## src/rtl/core/lts_pkg.sv

```systemverilog
// shared types, constants and codes of the lottery ticket scheduler
`timescale 1ns / 1ps

package lts_pkg;

   // default sizing
   localparam int SLOTS_DEF       = 16;
   localparam int TICKET_BITS_DEF = 16;

   // fixed field widths of the request and response
   localparam int SLOT_W     = 4;
   localparam int REQ_TKT_W  = 16;
   localparam int RANDOM_W   = 32;
   localparam int MOVED_W    = 16;
   localparam int OUT_TOT_W  = 20;
   localparam longint unsigned OUT_TOT_MAX = (64'd1 << OUT_TOT_W) - 64'd1;

   // command codes
   typedef enum logic [1:0] {
      CMD_LOAD = 2'd0,
      CMD_XFER = 2'd1,
      CMD_DRAW = 2'd2
   } cmd_type;

   // sequencer states
   typedef enum logic [3:0] {
      ST_IDLE,
      ST_LOAD,
      ST_XSRC,
      ST_XDST,
      ST_XCALC,
      ST_XWR,
      ST_SUM,
      ST_SUMEND,
      ST_DIVGO,
      ST_DIVWAIT,
      ST_SCAN,
      ST_SCANEND,
      ST_DONE
   } state_type;

   typedef struct packed {
      cmd_type               command;
      logic [SLOT_W-1:0]     slot;
      logic [SLOT_W-1:0]     other_slot;
      logic [REQ_TKT_W-1:0]  tickets;
      logic                  present;
      logic                  runnable;
      logic [RANDOM_W-1:0]   random_value;
   } req_type;

   typedef struct packed {
      logic [SLOT_W-1:0]     chosen_slot;
      logic                  chosen_found;
      logic [MOVED_W-1:0]    moved_tickets;
      logic [OUT_TOT_W-1:0]  total_tickets;
   } rsp_type;

endpackage

```

## src/rtl/core/lts_table.sv

```systemverilog
// slot table memory: ticket count and flags per slot, one read and one write port
`timescale 1ns / 1ps

module lts_table #(
   parameter int SLOTS       = 16,
   parameter int TICKET_BITS = 16
) (
   input  logic                     clock,
   input  logic                     reset,
   input  logic [$clog2(SLOTS)-1:0] rd_addr,
   output logic [TICKET_BITS-1:0]   rd_count,
   output logic                     rd_present,
   output logic                     rd_runnable,
   input  logic                     wr_en,
   input  logic [$clog2(SLOTS)-1:0] wr_addr,
   input  logic [TICKET_BITS-1:0]   wr_count,
   input  logic                     wr_present,
   input  logic                     wr_runnable
);
   localparam int ENTRY_W = TICKET_BITS + 2;

   logic [ENTRY_W-1:0] mem [SLOTS];
   logic [SLOTS-1:0]   valid_ff;
   logic [ENTRY_W-1:0] rd_data_ff;
   logic               rd_valid_ff;

   // storage write and registered read
   always_ff @(posedge clock) begin
      if (wr_en) begin
         mem[wr_addr] <= {wr_present, wr_runnable, wr_count};
      end
      rd_data_ff <= mem[rd_addr];
   end

   // per-entry written marks, cleared at reset
   always_ff @(posedge clock) begin
      if (reset) begin
         valid_ff    <= '0;
         rd_valid_ff <= 1'b0;
      end else begin
         if (wr_en) begin
            valid_ff[wr_addr] <= 1'b1;
         end
         rd_valid_ff <= valid_ff[rd_addr];
      end
   end

   // unwritten entries read as zero
   assign rd_count    = rd_valid_ff ? rd_data_ff[TICKET_BITS-1:0] : '0;
   assign rd_runnable = rd_valid_ff & rd_data_ff[TICKET_BITS];
   assign rd_present  = rd_valid_ff & rd_data_ff[TICKET_BITS+1];

endmodule

```

## src/rtl/core/lts_mod_unit.sv

```systemverilog
// serial restoring modulo unit, one dividend bit per cycle
`timescale 1ns / 1ps

module lts_mod_unit #(
   parameter int DIVIDEND_W = 32,
   parameter int DIVISOR_W  = 20
) (
   input  logic                  clock,
   input  logic                  reset,
   input  logic                  start,
   input  logic [DIVIDEND_W-1:0] dividend,
   input  logic [DIVISOR_W-1:0]  divisor,
   output logic                  done,
   output logic [DIVISOR_W-1:0]  remainder
);
   localparam int STEP_W = $clog2(DIVIDEND_W);

   logic                  run_ff;
   logic [STEP_W-1:0]     step_ff;
   logic [DIVIDEND_W-1:0] quo_ff;
   logic [DIVISOR_W-1:0]  div_ff;
   logic [DIVISOR_W-1:0]  rem_ff;
   logic                  done_ff;
   logic [DIVISOR_W:0]    trial;
   logic [DIVISOR_W:0]    rem_in;

   // shift in the next dividend bit and subtract when it fits
   always_comb begin
      trial = {rem_ff, quo_ff[DIVIDEND_W-1]};
      if (trial >= {1'b0, div_ff}) begin
         rem_in = trial - {1'b0, div_ff};
      end else begin
         rem_in = trial;
      end
   end

   // control
   always_ff @(posedge clock) begin
      if (reset) begin
         run_ff  <= 1'b0;
         done_ff <= 1'b0;
         step_ff <= '0;
      end else begin
         done_ff <= 1'b0;
         if (start) begin
            run_ff  <= 1'b1;
            step_ff <= '0;
         end else if (run_ff) begin
            step_ff <= step_ff + 1'b1;
            if (step_ff == STEP_W'(DIVIDEND_W - 1)) begin
               run_ff  <= 1'b0;
               done_ff <= 1'b1;
            end
         end
      end
   end

   // datapath
   always_ff @(posedge clock) begin
      if (start) begin
         quo_ff <= dividend;
         div_ff <= divisor;
         rem_ff <= '0;
      end else if (run_ff) begin
         quo_ff <= {quo_ff[DIVIDEND_W-2:0], 1'b0};
         rem_ff <= rem_in[DIVISOR_W-1:0];
      end
   end

   assign done      = done_ff;
   assign remainder = rem_ff;

endmodule

```

## src/rtl/core/lottery_ticket_scheduler.sv

```systemverilog
// top level: request sequencer of the lottery ticket scheduler
`timescale 1ns / 1ps

// Lottery ticket scheduler. A request is taken at a rising edge with start high
// and busy low; busy then stays high until the response strobe is done.
// Every request gives exactly one response, shown for one cycle with
// rsp_valid high; the receiver cannot hold it off.
// Load writes one slot of the table; transfer moves tickets between two slots
// and reports the amount moved; draw sums the eligible slots, reduces the
// random value modulo that sum and scans for the winning slot.
// All slot state sits in one table memory with a registered read; every step
// reads or writes it one entry a cycle.
// A draw sums every slot, then runs the serial modulo (skipped when the sum is
// zero), then scans up to the first slot that reaches the winning ticket; the
// modulo unit takes one random bit a cycle.
// busy drops the cycle after the strobe, so the next request is taken then.
// Reset clears the sequencer and marks every slot as zero tickets, absent and
// not runnable; no clearing pass is needed.

module lottery_ticket_scheduler #(
   parameter int SLOTS       = lts_pkg::SLOTS_DEF,
   parameter int TICKET_BITS = lts_pkg::TICKET_BITS_DEF
) (
   input  logic            clock,
   input  logic            reset,
   input  logic            start,
   output logic            busy,
   input  lts_pkg::req_type req_data,
   output logic            rsp_valid,
   output lts_pkg::rsp_type rsp_data
);
   import lts_pkg::*;

   localparam int IDX_W   = $clog2(SLOTS);
   localparam int TOTAL_W = TICKET_BITS + IDX_W;

   state_type state_ff, state_in;

   req_type               req_ff;
   logic [IDX_W-1:0]      cnt_ff;
   logic [IDX_W-1:0]      data_idx_ff;
   logic                  rd_vld_ff;
   logic [TOTAL_W-1:0]    total_ff;
   logic [TOTAL_W-1:0]    run_ff;
   logic [TOTAL_W-1:0]    pick_ff;
   logic                  found_ff;
   logic [IDX_W-1:0]      chosen_ff;
   logic [TICKET_BITS-1:0] moved_ff;
   logic [TICKET_BITS-1:0] src_cnt_ff;
   logic                  src_pres_ff;
   logic                  src_run_ff;
   logic                  dst_pres_ff;
   logic                  dst_run_ff;
   logic [TICKET_BITS-1:0] dst_new_ff;
   logic                  xfer_ok_ff;

   logic                  accept;
   logic                  src_in_range;
   logic                  dst_in_range;
   logic [IDX_W-1:0]      src_addr;
   logic [IDX_W-1:0]      dst_addr;

   logic [IDX_W-1:0]       rd_addr;
   logic [TICKET_BITS-1:0] rd_count;
   logic                   rd_present;
   logic                   rd_runnable;
   logic                   wr_en;
   logic [IDX_W-1:0]       wr_addr;
   logic [TICKET_BITS-1:0] wr_count;
   logic                   wr_present;
   logic                   wr_runnable;

   logic                   div_start;
   logic                   div_done;
   logic [TOTAL_W-1:0]     div_rem;

   logic                   eligible;
   logic [TOTAL_W-1:0]     run_next;
   logic                   scan_hit;
   logic                   last_idx;

   logic                   xfer_ok;
   logic [TICKET_BITS-1:0] offer_req;
   logic [TICKET_BITS-1:0] room;
   logic [TICKET_BITS-1:0] offer;

   assign accept       = start & ~busy;
   assign src_in_range = 32'(req_ff.slot) < SLOTS;
   assign dst_in_range = 32'(req_ff.other_slot) < SLOTS;
   assign src_addr     = IDX_W'(req_ff.slot);
   assign dst_addr     = IDX_W'(req_ff.other_slot);
   assign last_idx     = cnt_ff == IDX_W'(SLOTS - 1);

   // slot table
   lts_table #(
      .SLOTS       (SLOTS),
      .TICKET_BITS (TICKET_BITS)
   ) u_table (
      .clock       (clock),
      .reset       (reset),
      .rd_addr     (rd_addr),
      .rd_count    (rd_count),
      .rd_present  (rd_present),
      .rd_runnable (rd_runnable),
      .wr_en       (wr_en),
      .wr_addr     (wr_addr),
      .wr_count    (wr_count),
      .wr_present  (wr_present),
      .wr_runnable (wr_runnable)
   );

   // random value modulo ticket total
   lts_mod_unit #(
      .DIVIDEND_W (RANDOM_W),
      .DIVISOR_W  (TOTAL_W)
   ) u_mod (
      .clock     (clock),
      .reset     (reset),
      .start     (div_start),
      .dividend  (req_ff.random_value),
      .divisor   (total_ff),
      .done      (div_done),
      .remainder (div_rem)
   );

   // draw scan: running sum and hit test on the entry just read
   assign eligible = rd_vld_ff & rd_present & rd_runnable;
   assign run_next = run_ff + TOTAL_W'(rd_count);
   assign scan_hit = eligible & (run_next >= pick_ff);

   // transfer amount, source entry latched and destination on the read port
   always_comb begin
      xfer_ok = src_in_range & dst_in_range & (src_addr != dst_addr)
                & src_pres_ff & rd_present & (src_cnt_ff != '0);
      if (33'(req_ff.tickets) >= 33'(src_cnt_ff)) begin
         offer_req = src_cnt_ff - 1'b1;
      end else begin
         offer_req = TICKET_BITS'(req_ff.tickets);
      end
      room = ~rd_count;
      if (offer_req > room) begin
         offer = room;
      end else begin
         offer = offer_req;
      end
      if (!xfer_ok) begin
         offer = '0;
      end
   end

   // next state
   always_comb begin
      state_in = state_ff;
      unique case (state_ff)
         ST_IDLE: begin
            if (accept) begin
               unique case (req_data.command)
                  CMD_LOAD: state_in = ST_LOAD;
                  CMD_XFER: state_in = ST_XSRC;
                  CMD_DRAW: state_in = ST_SUM;
                  default:  state_in = ST_DONE;
               endcase
            end
         end
         ST_LOAD:    state_in = ST_DONE;
         ST_XSRC:    state_in = ST_XDST;
         ST_XDST:    state_in = ST_XCALC;
         ST_XCALC:   state_in = ST_XWR;
         ST_XWR:     state_in = ST_DONE;
         ST_SUM:     state_in = last_idx ? ST_SUMEND : ST_SUM;
         ST_SUMEND:  state_in = ST_DIVGO;
         ST_DIVGO:   state_in = (total_ff == '0) ? ST_SCAN : ST_DIVWAIT;
         ST_DIVWAIT: state_in = div_done ? ST_SCAN : ST_DIVWAIT;
         ST_SCAN: begin
            priority if (scan_hit) begin
               state_in = ST_DONE;
            end else if (last_idx) begin
               state_in = ST_SCANEND;
            end else begin
               state_in = ST_SCAN;
            end
         end
         ST_SCANEND: state_in = ST_DONE;
         ST_DONE:    state_in = ST_IDLE;
         default:    state_in = ST_IDLE;
      endcase
   end

   // control outputs and table port
   always_comb begin
      busy        = state_ff != ST_IDLE;
      rsp_valid   = state_ff == ST_DONE;
      div_start   = (state_ff == ST_DIVGO) && (total_ff != '0);
      rd_addr     = cnt_ff;
      wr_en       = 1'b0;
      wr_addr     = src_addr;
      wr_count    = TICKET_BITS'(req_ff.tickets);
      wr_present  = req_ff.present;
      wr_runnable = req_ff.runnable;
      unique case (state_ff)
         ST_LOAD: begin
            wr_en = src_in_range;
         end
         ST_XSRC: begin
            rd_addr = src_addr;
         end
         ST_XDST: begin
            rd_addr = dst_addr;
         end
         ST_XCALC: begin
            wr_en       = xfer_ok;
            wr_count    = src_cnt_ff - offer;
            wr_present  = src_pres_ff;
            wr_runnable = src_run_ff;
         end
         ST_XWR: begin
            wr_en       = xfer_ok_ff;
            wr_addr     = dst_addr;
            wr_count    = dst_new_ff;
            wr_present  = dst_pres_ff;
            wr_runnable = dst_run_ff;
         end
         default: begin
         end
      endcase
   end

   // state register
   always_ff @(posedge clock) begin
      if (reset) begin
         state_ff  <= ST_IDLE;
         rd_vld_ff <= 1'b0;
         cnt_ff    <= '0;
      end else begin
         state_ff  <= state_in;
         rd_vld_ff <= (state_ff == ST_SUM) || (state_ff == ST_SCAN);
         if ((state_ff == ST_SUM) || (state_ff == ST_SCAN)) begin
            cnt_ff <= cnt_ff + 1'b1;
         end else begin
            cnt_ff <= '0;
         end
      end
   end

   // request, working and result registers
   always_ff @(posedge clock) begin
      data_idx_ff <= cnt_ff;
      if (accept) begin
         req_ff    <= req_data;
         total_ff  <= '0;
         run_ff    <= '0;
         found_ff  <= 1'b0;
         chosen_ff <= '0;
         moved_ff  <= '0;
      end
      // transfer: hold source entry, then compute the move
      if (state_ff == ST_XDST) begin
         src_cnt_ff  <= rd_count;
         src_pres_ff <= rd_present;
         src_run_ff  <= rd_runnable;
      end
      if (state_ff == ST_XCALC) begin
         moved_ff    <= offer;
         dst_new_ff  <= rd_count + offer;
         dst_pres_ff <= rd_present;
         dst_run_ff  <= rd_runnable;
         xfer_ok_ff  <= xfer_ok;
      end
      // draw: total over eligible slots
      if (((state_ff == ST_SUM) || (state_ff == ST_SUMEND)) && eligible) begin
         total_ff <= total_ff + TOTAL_W'(rd_count);
      end
      // draw: winning ticket
      if ((state_ff == ST_DIVGO) && (total_ff == '0)) begin
         pick_ff <= '0;
      end
      if ((state_ff == ST_DIVWAIT) && div_done) begin
         pick_ff <= div_rem + 1'b1;
      end
      // draw: scan for the first slot reaching the ticket
      if ((state_ff == ST_SCAN) || (state_ff == ST_SCANEND)) begin
         if (eligible) begin
            run_ff <= run_next;
         end
         if (scan_hit) begin
            found_ff  <= 1'b1;
            chosen_ff <= data_idx_ff;
         end
      end
   end

   // response fields
   always_comb begin
      rsp_data.chosen_slot   = SLOT_W'(chosen_ff);
      rsp_data.chosen_found  = found_ff;
      rsp_data.moved_tickets = MOVED_W'(moved_ff);
      if (64'(total_ff) > OUT_TOT_MAX) begin
         rsp_data.total_tickets = OUT_TOT_W'(OUT_TOT_MAX);
      end else begin
         rsp_data.total_tickets = OUT_TOT_W'(total_ff);
      end
   end

   // checks
   a_rsp_only_busy: assert property (@(posedge clock) disable iff (reset)
      rsp_valid |-> busy)
      else $error("response strobe while idle");

   a_accept_busy: assert property (@(posedge clock) disable iff (reset)
      (start && !busy) |=> busy)
      else $error("accepted request did not raise busy");

   a_rsp_single: assert property (@(posedge clock) disable iff (reset)
      rsp_valid |=> !rsp_valid)
      else $error("response strobe longer than one cycle");

   a_rsp_kind: assert property (@(posedge clock) disable iff (reset)
      (rsp_valid && (rsp_data.moved_tickets != '0)) |->
      (!rsp_data.chosen_found && (rsp_data.total_tickets == '0)))
      else $error("transfer response carries draw fields");

endmodule
```

## config.mk

```make
export PLATFORM = sky130hd
export DESIGN_NAME = lottery_ticket_scheduler
export DESIGN_NICKNAME = d
export VERILOG_FILES = /design/src/rtl/core/lts_pkg.sv /design/src/rtl/core/lts_table.sv /design/src/rtl/core/lts_mod_unit.sv /design/src/rtl/core/lottery_ticket_scheduler.sv
export SDC_FILE = /design/constraint.sdc
export NUM_CORES = 1
export LEC_CHECK = 0
export BUFFER_PORTS_ARGS = -buffer_cell sky130_fd_sc_hd__buf_2
export CAP_MARGIN = 30
export CELL_PAD_IN_SITES_DETAIL_PLACEMENT = 0
export CELL_PAD_IN_SITES_GLOBAL_PLACEMENT = 1
export CORE_ASPECT_RATIO = 0.9
export CORE_MARGIN = 2
export CORE_UTILIZATION = 52
export CTS_BUF_LIST = sky130_fd_sc_hd__clkbuf_4 sky130_fd_sc_hd__clkbuf_8 sky130_fd_sc_hd__clkbuf_16
export DETAILED_ROUTE_END_ITERATION = 8
export PLACE_DENSITY = 0.79
export SLEW_MARGIN = 20
export SYNTH_ARGS = -nofsm -noshare
export SYNTH_HDL_FRONTEND = slang
export SYNTH_SLANG_ARGS = --single-unit
```

## constraint.sdc

```tcl
create_clock -name clock -period 8.4 [get_ports clock]
set_input_delay 0.84 -clock clock [delete_from_list [all_inputs] [get_ports clock]]
set_output_delay 0.84 -clock clock [all_outputs]
set_load 0.005 [all_outputs]
```

==> impl_metrics.json <==
{
  "io_buffers": 105,
  "die_area_sq_um": 55880,
  "finalPower_uw": 10800,
  "die_x_microns": 249.0,
  "critPathLaunchType": "flip-flop",
  "ys_ff_latch": 591,
  "r2r-end": "u_table.mem[1][14]$_DFFE_PP_",
  "gr-total-overflow": 0,
  "drtIter0Drc": 1636,
  "syn_nets": 2393,
  "clockBufferDepth": 3,
  "synth.largest_area_cell": "edfxtp_1",
  "regToRegSetupSlack_ns": 0.66,
  "synth_edf_count": 491,
  "synth_top_area_share_pct": 52.50,
  "synth_area_sq_um": 28080,
  "synth_area_leaders": "edfxtp_1, dfxtp_1, ha_1, mux4_2, nand2_1",
  "areaGrowthSynthToFinish_pct": 13.35,
  "synth.most_common_cell": "edfxtp_1",
  "cts_setup_buffers": 0,
  "routedWlPerCell_microns": 22.44,
  "antenna_found_initial": 2,
  "rsz0062_at_grt": "no",
  "viasPerCell": 5.890,
  "synthArstFlopShare_pct": 0,
  "critPathSlowestCell": "or3b_2",
  "ff_latch_area_sq_um": 16750,
  "min_path_cells": 1,
  "nFillCells": 4145,
  "end_kind": "flip-flop",
  "synth_ff_type": "edfxtp_1",
  "firstDrtPassIters": 5,
  "tightestPinTransition_ns": 0.9364,
  "ys_top_cells_by_count": "edfxtp_1, nand2_1, nor2_1",
  "htreeDepth": 2,
  "arrival_ns": 8.20,
  "fmax_mhz": 129.2,
  "holdPathEnd": "req_ff[9]$_DFFE_PP_",
  "worstHoldPathType": "in2reg",
  "slew_violations": 0,
  "nNetsFinal": 2543,
  "ir_drop_mv": 0.2227,
  "skew_ns": 0.04609,
  "totalWireLength_microns": 69090,
  "cts.sinks": 591,
  "power_frac_comb_pct": 32.8,
  "setup.worst_path.class": "reg2reg",
  "grt_max_degree": 61,
  "finalSetupTns_ns": 0,
  "ys_seq_area_share_pct": 59.63,
  "hpwl_microns": 45440,
  "synth_cell_types": 80,
  "gp_congestion": 0.8643,
  "grt_pass1_vias": 18086,
  "grt_use_met3_pct": 2.835,
  "use_met1_pct": 34.79,
  "via_count": 18134,
  "initial_core_util_pct": 52.84,
  "p_clk_share_pct": 26.1,
  "synthCells": 2180,
  "status": "complete, no violations",
  "gr-max-usage-layer": "met2",
  "core-area_sq_um": 53150,
  "ioPinCount": 106,
  "synth_area_per_cell_sq_um": 12.88,
  "grt_usage_pct": 24.74,
  "multi_input_area_sq_um": 10660,
  "p_sw_uw": 3686,
  "cp_max_fo": 32,
  "max_cap_violations": 0,
  "cpPeakStageDelay_ns": 0.51,
  "r2r_start": "src_cnt_ff[2]$_DFFE_PN_",
  "min_period_ns": 7.738,
  "min_from": "req_data[9]",
  "r2r_cells": 30,
  "drc": 0,
  "final_layout_size_suffix_gt1_share_pct": 16.97,
  "hold_viol_final": 0,
  "cts_made_buffers": 60,
  "clock_latency_ns": 0.66,
  "cp.required_ns": 8.86,
  "powerDensity_nw_per_um2": 339.2,
  "fp-row-count": 80,
  "swShare_pct": 34.14,
  "p_int_uw": 7110,
  "ys_warn_count": 0,
  "pwr-share-seq_pct": 41.1,
  "cts_root_buf": "clkbuf_16",
  "maxSlewHeadroom_pct": 37.57,
  "grt_pass1_wl_microns": 104900,
  "worst_path_most_repeated_cell": "o21ai_0",
  "fp.dieH_microns": 224.5,
  "clk_pin_slew_ns": 0.07,
  "fin_crit_sh_pct": 92.11,
  "gr-usage-met2_pct": 40.28,
  "leakage_uw": 0.01229,
  "final_antenna_net_count": 0,
  "cts_tree": "done",
  "setup_viol": 0
}
-- through the flow --
stage	hold slack [ns]	worst slack, ns	cells	instance area, sq um	utilization [%]
detailed placement	0.4408	0.6064	2963	29690	55.85
global placement	0.4279	0.7830	2962	29670	55.81
floorplan	0.3677	1.393	2180	28080	-
CTS	0.3175	0.5602	3076	31800	59.82
finish	0.3515	0.6625	3079	31830	59.89
global route	0.3333	0.1205	3079	31830	59.89
-- critical path: cells and delay by family (launching register included) --
family | cells | cell delay, ns
mux | 1 | 0.39
compound gates | 15 | 3.36
simple gates | 6 | 1.52
flops | 1 | 0.48
fa+ha+maj | 4 | 1.07
xor+xnor | 1 | 0.13
buf+inv | 3 | 0.61
-- metal layers --
layer | vias to the layer above | part of all wire (%) | wire [microns]
li1 | 8472 | - | -
met1 | 9003 | 44 | 30710
met2 | 532 | 47 | 32490
met3 | 127 | 5.5 | 3834
met4 | 0 | 3.0 | 2059
met5 | - | 0 | 0
-- registers in the layout (all words and copies together) (netlist names), 18 cells and up --
signal	cells
pick_ff	20
req_ff	50
u_mod.remainder	20
u_mod.quo_ff	32
u_table.rd_data_ff	18
total_ff	20
u_mod.div_ff	20
run_ff	20
u_table.mem	288
-- logic make-up (layout without fill, tap and decap cells) --
family | Yosys count | after routing | synth area share, %
AND/OR/NAND/NOR | 591 | 591 | 9.837
flip-flops | 591 | 591 | 59.63
AO/OA/AOI/OAI | 422 | 422 | 9.730
adder cells (fa/ha/maj) | 150 | 150 | 6.817
buffers and inverters | 193 | 394 | 2.762
multiplexers | 126 | 126 | 7.886
XOR/XNOR | 107 | 107 | 3.337
other | 0 | 1 | 0
-- power groups by stage --
stage	clock network (uW)	registers (uW)	logic [uW]
floorplan	0	4360	2510
global placement	0	4490	3410
detailed placement	0	4500	3510
CTS	2870	4440	3540
global route	2970	4490	3910
finish	2810	4440	3540
-- final cells by class --
type | count | area share, %
sequential | 591 | 52.61
clock buffer | 79 | 5.243
antenna | 1 | 0.007861
inverter | 115 | 1.364
clock inverter | 34 | 1.384
timing repair buffer | 166 | 3.164
multi-input combinational | 1396 | 33.49
tap | 697 | 2.740
-- layout by cell type, fill, tap and decap left out, drive strengths merged, types with 69 or more instances in the layout --
cell type | synthesis | layout
a21oi | 126 | 126
buf | 22 | 166
clkbuf | 56 | 79
dfxtp | 100 | 100
edfxtp | 491 | 491
ha | 145 | 145
inv | 115 | 117
mux4 | 76 | 76
nand2 | 186 | 186
nor2 | 178 | 178
o21ai | 97 | 97
xnor2 | 69 | 69
-- worst max-delay path by stage --
stage | startpoint | to | slack, ns | depth (start not counted)
after floorplan | src_cnt_ff[5]$_DFFE_PN_ | u_table.mem[0][14]$_DFFE_PP_ | 1.39 | 29
after global placement | src_cnt_ff[2]$_DFFE_PN_ | u_table.mem[5][14]$_DFFE_PP_ | 0.78 | 29
after detailed placement | src_cnt_ff[5]$_DFFE_PN_ | u_table.mem[9][14]$_DFFE_PP_ | 0.61 | 29
after CTS | src_cnt_ff[5]$_DFFE_PN_ | u_table.mem[1][14]$_DFFE_PP_ | 0.56 | 28
after global routing | src_cnt_ff[5]$_DFFE_PN_ | u_table.mem[1][15]$_DFFE_PP_ | 0.12 | 28
final | src_cnt_ff[2]$_DFFE_PN_ | u_table.mem[1][14]$_DFFE_PP_ | 0.66 | 30
-- what timing repair did --
item | 4_1_cts | 5_1_grt
endpoints found under the setup margin | 0 | 48
hold buffers | 0 | 0
resized for setup | 0 | 2
Note: power is estimated with default switching activity, not from simulation.
